**src/hdl/sem_pkg.sv**
```systemverilog
// Shared types and constants of the Sobel edge magnitude block.
package sem_pkg;

	localparam int SEM_MAX_WIDTH = 1024;
	localparam int PIX_W  = 24;
	localparam int CH_W   = 8;
	localparam int GRAD_W = 11;
	localparam int SUM_W  = 21;
	localparam int FW_W   = 11;
	localparam int FH_W   = 12;
	localparam int ROW_W  = 13;
	localparam int CFG_W  = 12;

	localparam logic [0:0] REG_FRAME_WIDTH  = 1'd0;
	localparam logic [0:0] REG_FRAME_HEIGHT = 1'd1;

	localparam logic [FW_W-1:0] WIDTH_RESET  = 11'd640;
	localparam logic [FH_W-1:0] HEIGHT_RESET = 12'd480;

	typedef struct packed {
		logic       start;
		logic       mem;
		logic       grad;
		logic       load_root;
		logic       step;
		logic [2:0] bit_idx;
		logic       load_out;
	} cmd_t;

	typedef struct packed {
		logic skip;
		logic emit;
		logic out_free;
	} stat_t;

endpackage

```
**src/hdl/sem_ctrl.sv**
```systemverilog
// Sequencer of the Sobel edge block: steps one item through the datapath.
module sem_ctrl (
	input  logic           clk,
	input  logic           arst_n,
	input  logic           s_tvalid,
	output logic           s_tready,
	input  sem_pkg::stat_t stat,
	output sem_pkg::cmd_t  cmd
);
	import sem_pkg::*;

	typedef enum logic [2:0] {
		ST_IDLE,
		ST_MEM,
		ST_GRAD,
		ST_SQR,
		ST_ROOT,
		ST_OUT
	} state_t;

	state_t     state_q;
	logic [2:0] cnt_q;

	assign s_tready      = (state_q == ST_IDLE);
	assign cmd.start     = s_tvalid && s_tready && !stat.skip;
	assign cmd.mem       = (state_q == ST_MEM);
	assign cmd.grad      = (state_q == ST_GRAD);
	assign cmd.load_root = (state_q == ST_SQR);
	assign cmd.step      = (state_q == ST_ROOT);
	assign cmd.bit_idx   = cnt_q;
	assign cmd.load_out  = (state_q == ST_OUT) && stat.out_free;

	always_ff @(posedge clk or negedge arst_n) begin
		if (!arst_n) begin
			state_q <= ST_IDLE;
			cnt_q   <= '0;
		end else begin
			case (state_q)
				ST_IDLE: begin
					if (cmd.start) begin
						state_q <= ST_MEM;
					end
				end
				ST_MEM: begin
					state_q <= stat.emit ? ST_GRAD : ST_IDLE;
				end
				ST_GRAD: begin
					state_q <= ST_SQR;
				end
				ST_SQR: begin
					state_q <= ST_ROOT;
					cnt_q   <= 3'd7;
				end
				ST_ROOT: begin
					if (cnt_q == 3'd0) begin
						state_q <= ST_OUT;
					end else begin
						cnt_q <= cnt_q - 3'd1;
					end
				end
				ST_OUT: begin
					if (stat.out_free) begin
						state_q <= ST_IDLE;
					end
				end
				default: begin
					state_q <= ST_IDLE;
				end
			endcase
		end
	end

endmodule

```
**config.mk**
```make
export PLATFORM = sky130hd
export DESIGN_NAME = sem_ctrl
export DESIGN_NICKNAME = d
export VERILOG_FILES = /design/src/hdl/sem_pkg.sv /design/src/hdl/sem_ctrl.sv
export SDC_FILE = /design/constraint.sdc
export NUM_CORES = 1
export LEC_CHECK = 0
export ABC_AREA = 1
export BUFFER_PORTS_ARGS = -buffer_cell sky130_fd_sc_hd__buf_2
export CORE_AREA = 2 2 39 41
export CTS_CLUSTER_DIAMETER = 50
export DETAILED_ROUTE_END_ITERATION = 7
export DIE_AREA = 0 0 41 43
export PLACE_DENSITY = 0.56
export SLEW_MARGIN = 10
export SYNTH_ARGS = -nofsm -noshare
export SYNTH_HDL_FRONTEND = slang
export SYNTH_SLANG_ARGS = --single-unit
```
**constraint.sdc**
```tcl
create_clock -name clk -period 2.07 [get_ports clk]
set_clock_uncertainty 0.05 [all_clocks]
set_input_delay 0.207 -clock clk [delete_from_list [all_inputs] [get_ports clk]]
set_output_delay 0.207 -clock clk [all_outputs]
set_load 0.05 [all_outputs]
```
Yosys cells after proc, flatten, opt, wreduce, memory -nomap -nowiden. Index checks and enable logic that the tools add are counted.

Register bits: 6. Bits in latches: 0. Memory bits (writable): 0. Memory bits (read-only): 0. Output and inout bits: 10. Memories: 0.

Add/sub/neg operators: 1. Multipliers: 0. Div/mod/pow operators: 0. $lt $le $gt $ge: 0. Eq/ne operators: 9. Shift-type cells: 0. Muxes and demuxes: 7. Bitwise operators: 0. Reductions and logical operators: 9.

Operators by type and width (count): $pmux W3 S6 (1); $mux W3 (4); $eq A3 B2 Y1 const B (2); $eq A3 B3 Y1 const B (2); $logic_not A3 Y1 (2); $pmux W3 S2 (1); $ne A2 B1 Y1 const B (2); $ne A2 B2 Y1 const B (2); $eq A3 B1 Y1 const B (1); $logic_and A1 B1 Y1 (3); $reduce_and A3 Y1 (1); $sub A3 B1 Y3 const B (1); $mux W2 (1); $reduce_and A2 Y1 (1); $reduce_bool A2 Y1 (1); $logic_not A1 Y1 (1).

Depth between registers and ports, before layout. Gate-level depths: netlist of run 1.

Depth after elaboration: 5. Gate-level depth with buffers: 7. Gate-level depth less buffers: 7.

Worst setup path after synthesis of run 1. OpenSTA, ideal clock, no wires.

Path kind: register to output. Start point: register state_q[0]. End point: output cmd[0] in the netlist's numbering. Data arrival time: 2.005 ns. Data required time: 1.813 ns. Path slack: -0.192 ns. Stages on the path, launching flop included: 3. Buffers on the path: 0. Path through: dfrtp_1 -> inv_2 -> nor4_1.

RTL lines: from (decl) (line sem_ctrl.sv:21) `state_t state_q;`; from (signal assigned) (line sem_ctrl.sv:45) `state_q <= stat.emit ? ST_GRAD : ST_IDLE;`; to (decl) (line sem_ctrl.sv:8) `output sem_pkg::cmd_t cmd`.

==> summary.md, run 1 <==
| Metric | Value |
|---|---|
| Status | completed |
| CP Launch Type | flip-flop |
| Area Growth Syn to Fin | 33.0% |
| DRT antenna net count | 0 |
| Largest family of logic cells by synthesized area | simple AND/OR/NAND/NOR gates |
| Root buffer cell | clkbuf_4 |
| Antenna violations before repair | 0 |
| Port bufs | 15 |
| CTS tree | yes |
| CP Cell Sequence | inv_2 -> nand3_1 -> inv_1 -> buf_2 |
| WHS Path Cells | 2 |
| Yosys cell types | 18 |
| Syn Inst Count | 55 |
| Peak Freq | 626 MHz |
| Clock latency on the worst-skew pair | 0.24 ns |
| Cell Area, Synth | 405 um^2 |
| Compound-gate portion of the synthesized area | 6.48% |
| Setup TNS | 0 ns |
| Gpl congestion | 0.766 |
| Post-DR vias/cell | 4.59 |
| Hold_sp | stat[1] |
| Post-CTS setup buffers | 0 |
| Setup ws final | 0.472 ns |
| YS warnings | 0 |
| Clock Path Buffers | 2 |
| Worst-path clk slew | 0.04 ns |
| Hpwl dp | 662 um |
| TritonCTS Buffers | 3 |
| Drt pass-1 iters | 3 |
| Setup Crit Path Kind | flip-flop to primary output |
| Worst VDD drop | 0.496 mV |
| FF-to-FF setup slack | 0.88 ns |
| Die Wd | 41 um |
| Die height | 43 um |
| Xor and xnor area share after synthesis | 0% |
| Initial Util | 29.3% |
| Total Routed Length | 812 um |
| Max_cap viols | 0 |
| Worst EP arrival | 1.34 ns |
| Drt drc | 0 |
| Fraction of layout cells with a size suffix above 1 | 36.5% |
| DR iter-0 viols | 1 |
| Diode count | 0 |
| Final Hold Fails | 0 |
| Area share of fa/ha/maj cells after synthesis | 6.17% |
| Worst path required time | 1.81 ns |
| Final total power | 1.00 mW |
| Hold EP | state_q[1]$_DFFE_PN0P_ |
| Largest net degree at the start of global routing | 8 |
| Vias in the first global route | 346 |
| Dpl ws | 0.707 ns |
| Post-synthesis mux area share | 0% |
| Max-slew headroom | 83.5% |
| Floorplan row count | 14 |
| Core ar. | 1380 um^2 |
| CP endpoint kind | primary output |
| Ports | 16 |
| Crit-path leading delay family | buffers and inverters |
| Avg Inst Size Synth | 7.37 um^2 |
| Crit path time final | 1.60 ns |
| Reg-to-Reg Start | cnt_q[0]$_DFFE_PN0P_ |
| RSZ-0062 raised after global routing | no |
| Slew @ Worst Pin | 0.250 ns |
| Die ar. | 1760 um^2 |
| WL per Instance | 9.02 um |
| CTS Sinks | 6 |
| Worst R2R End | cnt_q[1]$_DFFE_PN0P_ |
| Slowest CP cell | dfrtp_1 |
| Worst Reg-to-Reg Cells | 7 |
| Fin nets | 84 |
| Critical path buffer and inverter count | 3 |
| Slew Viols, Final | 0 |
| Area share of and/or/nand/nor cells after synthesis | 38.3% |
| Gr usage total | 11.2% |
| Leak pwr | 0.329 nW |
| Gr ovfl total | 0 |
| Syn_nets | 63 |
| Hold Worst Slack | 0.121 ns |
| Layout Utilization | 39.0% |
| Slowest stage delay, CP | 0.41 ns |
| Sequential element share of the synthesized area | 37.0% |
| HP Class | input pin to flip-flop |
| Power per cell area | 1860 nW/um^2 |
| # setup viols final | 0 |
| Yosys reg bits | 6 |
| Final Cycle Share | 77.2% |
| Crit-path max FO | 7 |
| Vias | 413 |
| Htree depth | 1 |
| First-pass GRT wire length | 1320 um |
-- synthesized netlist by cell type --
cell / n / area (um^2)
nand4_1: 3 / 18.8
nand2_2: 1 / 6.26
nand2_4: 1 / 11.3
nor3_1: 1 / 5.00
o21ai_0: 1 / 5.00
inv_2: 3 / 11.3
inv_1: 10 / 37.5
nor2_4: 1 / 11.3
nand2_1: 12 / 45.0
nand3_1: 7 / 35.0
o21ai_2: 1 / 8.76
and2_4: 1 / 8.76
dfrtp_1: 6 / 150
nor2_1: 2 / 7.51
ha_1: 2 / 25.0
a21o_1: 1 / 7.51
nor4_1: 1 / 6.26
a21oi_1: 1 / 5.00
-- metrics by stage --
stage	area (um^2)	cells
2_1_floorplan	412	55
3_3_place_gp	507	86
3_5_place_dp	507	86
4_1_cts	539	90
5_1_grt	539	90
6_report	539	90
-- logic make-up (layout without fill, tap and decap cells) --
logic type               after synthesis  count (layout)
AND/OR/NAND/NOR                       30              30
buffers and inverters                 13              32
flip-flops                             6               6
AO/OA/AOI/OAI                          4               4
adder cells (fa/ha/maj)                2               2
-- flip-flops by register name, summed over array words and instances (netlist names) --
name	cells
cnt_q	3
state_q	3
-- placed cells by master (no fill, tap or decap), drive strengths merged --
| cell | instances |
|---|---|
| a21oi | 1 |
| nand4 | 3 |
| dfrtp | 6 |
| buf | 15 |
| nor2 | 3 |
| and2 | 1 |
| dlygate4sd3 | 1 |
| inv | 13 |
| clkbuf | 3 |
| nand3 | 7 |
| ha | 2 |
| nor4 | 1 |
| o21ai | 2 |
| nor3 | 1 |
| a21o | 1 |
| nand2 | 14 |
-- worst max-delay path by stage --
stage | end | from | cells after the start
detailed placement | cmd[5] | state_q[2]$_DFFE_PN0P_ | 4
CTS | cmd[5] | state_q[2]$_DFFE_PN0P_ | 4
global placement | cmd[5] | state_q[2]$_DFFE_PN0P_ | 4
global route | cmd[8] | state_q[1]$_DFFE_PN0P_ | 4
finish | cmd[5] | state_q[2]$_DFFE_PN0P_ | 4
floorplan | cmd[6] | state_q[0]$_DFFE_PN0P_ | 1
-- per-layer routing --
| metal | global-route usage, % | share of wire [%] | vias to the layer above |
|---|---|---|---|
| met3 | 1.57 | 4.3 | 0 |
| li1 | - | - | 215 |
| met1 | 12.9 | 41 | 187 |
| met2 | 16.9 | 54 | 11 |
| met4 | 10.0 | 0 | 0 |
| met5 | 0 | 0 | - |
-- power by group --
group / internal (mW) / switching, mW
clock network: 0.0656 / 0.0418
registers: 0.173 / 0.0583
logic: 0.175 / 0.489
total: 0.413 / 0.589
-- what timing repair did --
item                       4_1_cts  5_1_grt
setup endpoints to repair        0        0
resized for setup                0        0
hold buffers                     1        0
hold endpoints to repair         6        0
-- cell type report --
type | count | area, um^2
multi-input combinational | 36 | 213
fill | 150 | 845
inverter | 13 | 48.8
clock buffer | 3 | 22.5
timing repair buffer | 16 | 85.1
sequential | 6 | 150
tap | 16 | 20.0
No activity file was read; power rests on OpenSTA's default activity.
==> run 2, diff against run 1 <==
- PLACE_DENSITY: 0.56 -> 0.58
- clock period: 2.07 -> 1.34 ns (I/O delays scaled with it)
==> run 2 against run 1 <==
  * The run now ends with negative setup slack left
  * Final cell count increased by 7.8%
  * Die area unchanged
  * Sequential cell count unchanged
  * Clock-buffer cell count increased by 1
  * Critical path type unchanged
==> summary.md, run 2 (synthesis results as in run 1) <==
| Metric | Value |
|---|---|
| CTS Sinks | 6 (unchanged) |
| CP endpoint kind | primary output |
| Worst-path clk slew | 0.04 ns (about the same) |
| HP Class | input pin to flip-flop |
| TritonCTS Buffers | 3 (unchanged) |
| Worst EP arrival | 1.17 ns (-0.17 ns) |
| FF-to-FF setup slack | 0.08 ns (-0.80 ns) |
| Total Routed Length | 872 um (+7.4%) |
| DR iter-0 viols | 4 (+3) |
| Vias in the first global route | 428 (+24%) |
| Peak Freq | 738 MHz |
| Area Growth Syn to Fin | 65.7% |
| Max_cap viols | 0 (unchanged) |
| Die ar. | 1760 um^2 (unchanged) |
| Commonest non-fill, non-tap cell in the layout | nand2_1 |
| Vias | 411 (-0.48%) |
| Power per cell area | 2780 nW/um^2 (+50%) |
| Setup ws final | -0.0153 ns (-0.488 ns) |
| # setup viols final | 1 (+1) |
| Drt pass-1 iters | 3 (unchanged) |
| Gr usage total | 12.7% (+1.4 points) |
| Commonest non-fill, non-tap cells in the layout | 12 x nand2_1, 10 x inv_1, 9 x buf_6 |
| Htree depth | 1 (unchanged) |
| Worst path required time | 1.16 ns (-0.65 ns) |
| Drt drc | 0 (unchanged) |
| Gpl congestion | 0.722 (-5.7%) |
| Clock latency on the worst-skew pair | 0.24 ns (about the same) |
| Max-slew headroom | 83.3% (-0.14 points) |
| Antenna violations before repair | 0 (unchanged) |
| Fill count | 148 (-1.3%) |
| Multi-input combinational cell area | 238 um^2 (+12%) |
| RSZ-0062 raised after global routing | yes |
| Final Cycle Share | 101% |
| Post-DR vias/cell | 4.24 (-7.7%) |
| Setup Crit Path Kind | flip-flop to primary output |
| CP Launch Type | flip-flop |
| Crit-path max FO | 5 (-2) |
| Core ar. | 1380 um^2 (unchanged) |
| Post-route cell area | 672 um^2 (+25%) |
| Initial Util | 29.3% (unchanged) |
| Fraction of layout cells with a size suffix above 1 | 49.4% (+13 points) |
| Storage cell area | 155 um^2 (+3.3%) |
| Slew Viols, Final | 0 (unchanged) |
| Largest net degree at the start of global routing | 8 (unchanged) |
| Status | complete, but fails checks |
| Failing checks | negative setup slack |
| Hold Worst Slack | 0.0576 ns (-0.0635 ns) |
| Root buffer cell | clkbuf_4 |
| Crit path time final | 1.36 ns |
| Ports | 16 (unchanged) |
| Final Hold Fails | 0 (unchanged) |
| Die height | 43 um (unchanged) |
| WL per Instance | 8.99 um (-0.36%) |
| Hpwl dp | 708 um (+6.9%) |
| DP Area | 556 um^2 (+9.6%) |
| Clock Path Buffers | 2 (unchanged) |
| Leak pwr | 0.369 nW (+12%) |
| Slew @ Worst Pin | 0.252 ns (+0.00213 ns) |
| DRT antenna net count | 0 (unchanged) |
| Worst VDD drop | 0.926 mV (+86%) |
| CTS tree | yes |
| Floorplan row count | 14 (unchanged) |
| Gr ovfl total | 0 (unchanged) |
| Top flop regs | cnt_q x3, state_q x3 |
| Die Wd | 41 um (unchanged) |
| First-pass GRT wire length | 1570 um (+19%) |
| Diode count | 0 (unchanged) |
| Fin nets | 90 (+7.1%) |
| Port bufs | 15 (unchanged) |
==> run 2: cell types whose count changed in the layout (fill, tap and decap cells not counted), sizes merged <==
cell / change
buf: +6
clkbuf: +1
==> run 2: worst max-delay path, stage by stage, from the launching register on <==
cell     delay (ns)
dfrtp_2        0.44
buf_6          0.14
nor3_4         0.18
buf_6          0.18
==> run 2: cell type report <==
type / instances / share of cell area (%)
clock buffer: 4 / 3.91
timing repair buffer: 22 / 27.0
inverter: 13 / 7.64
multi-input combinational: 36 / 35.4
sequential: 6 / 23.1
tap: 16 / 2.98
==> run 2: stage by stage <==
stage,cells,util [%],power [mW],setup TNS (ns),setup slack [ns]
after global routing,97,48.6,2.02,-0.322,-0.0648
after floorplan,55,-,1.25,-0.173,-0.0621
after CTS,97,47.6,1.85,-0.0812,-0.0300
final,97,48.6,1.87,-0.0153,-0.0153
after detailed placement,89,40.1,1.50,0,0.0362
after global placement,89,40.1,1.50,0,0.0606
==> run 2: power by group <==
part	switching [mW]	total, mW	leakage (nW)	internal (mW)
Clock	0.0615	0.174	0.0150	0.113
Combinational	0.847	1.32	0.287	0.476
Sequential	0.0945	0.372	0.0669	0.278
==> run 2: path summary, 6_finish.rpt <==
check                                       start                     end  depth (start not counted)
max in group asynchronous                  arst_n  state_q[1]$_DFFE_PN0P_                          2
setup / recovery           state_q[0]$_DFFE_PN0P_                  cmd[6]                          3
hold reg to reg              cnt_q[2]$_DFFE_PN0P_    cnt_q[2]$_DFFE_PN0P_                          2
setup reg to reg           state_q[1]$_DFFE_PN0P_  state_q[2]$_DFFE_PN0P_                          7
hold / removal                            stat[1]  state_q[1]$_DFFE_PN0P_                          2
min in group asynchronous                  arst_n    cnt_q[2]$_DFFE_PN0P_                          2
==> run 2: routing by layer <==
layer / up-vias / part of all wire, % / GRT usage, %
li1: 228 / - / -
met1: 181 / 46 / 16.6
met2: 2 / 53 / 19.7
met3: 0 / 1.6 / 1.57
met4: 0 / 0 / 6.00
met5: - / 0 / 0
==> run 2: what timing repair did <==
item | in CTS | in global routing
setup buffers | 3 | 0
hold endpoints to repair | 6 | 0
endpoints found under the setup margin | 7 | 8
hold buffers | 1 | 0
pin swaps | 4 | 1
resized for setup | 15 | 4
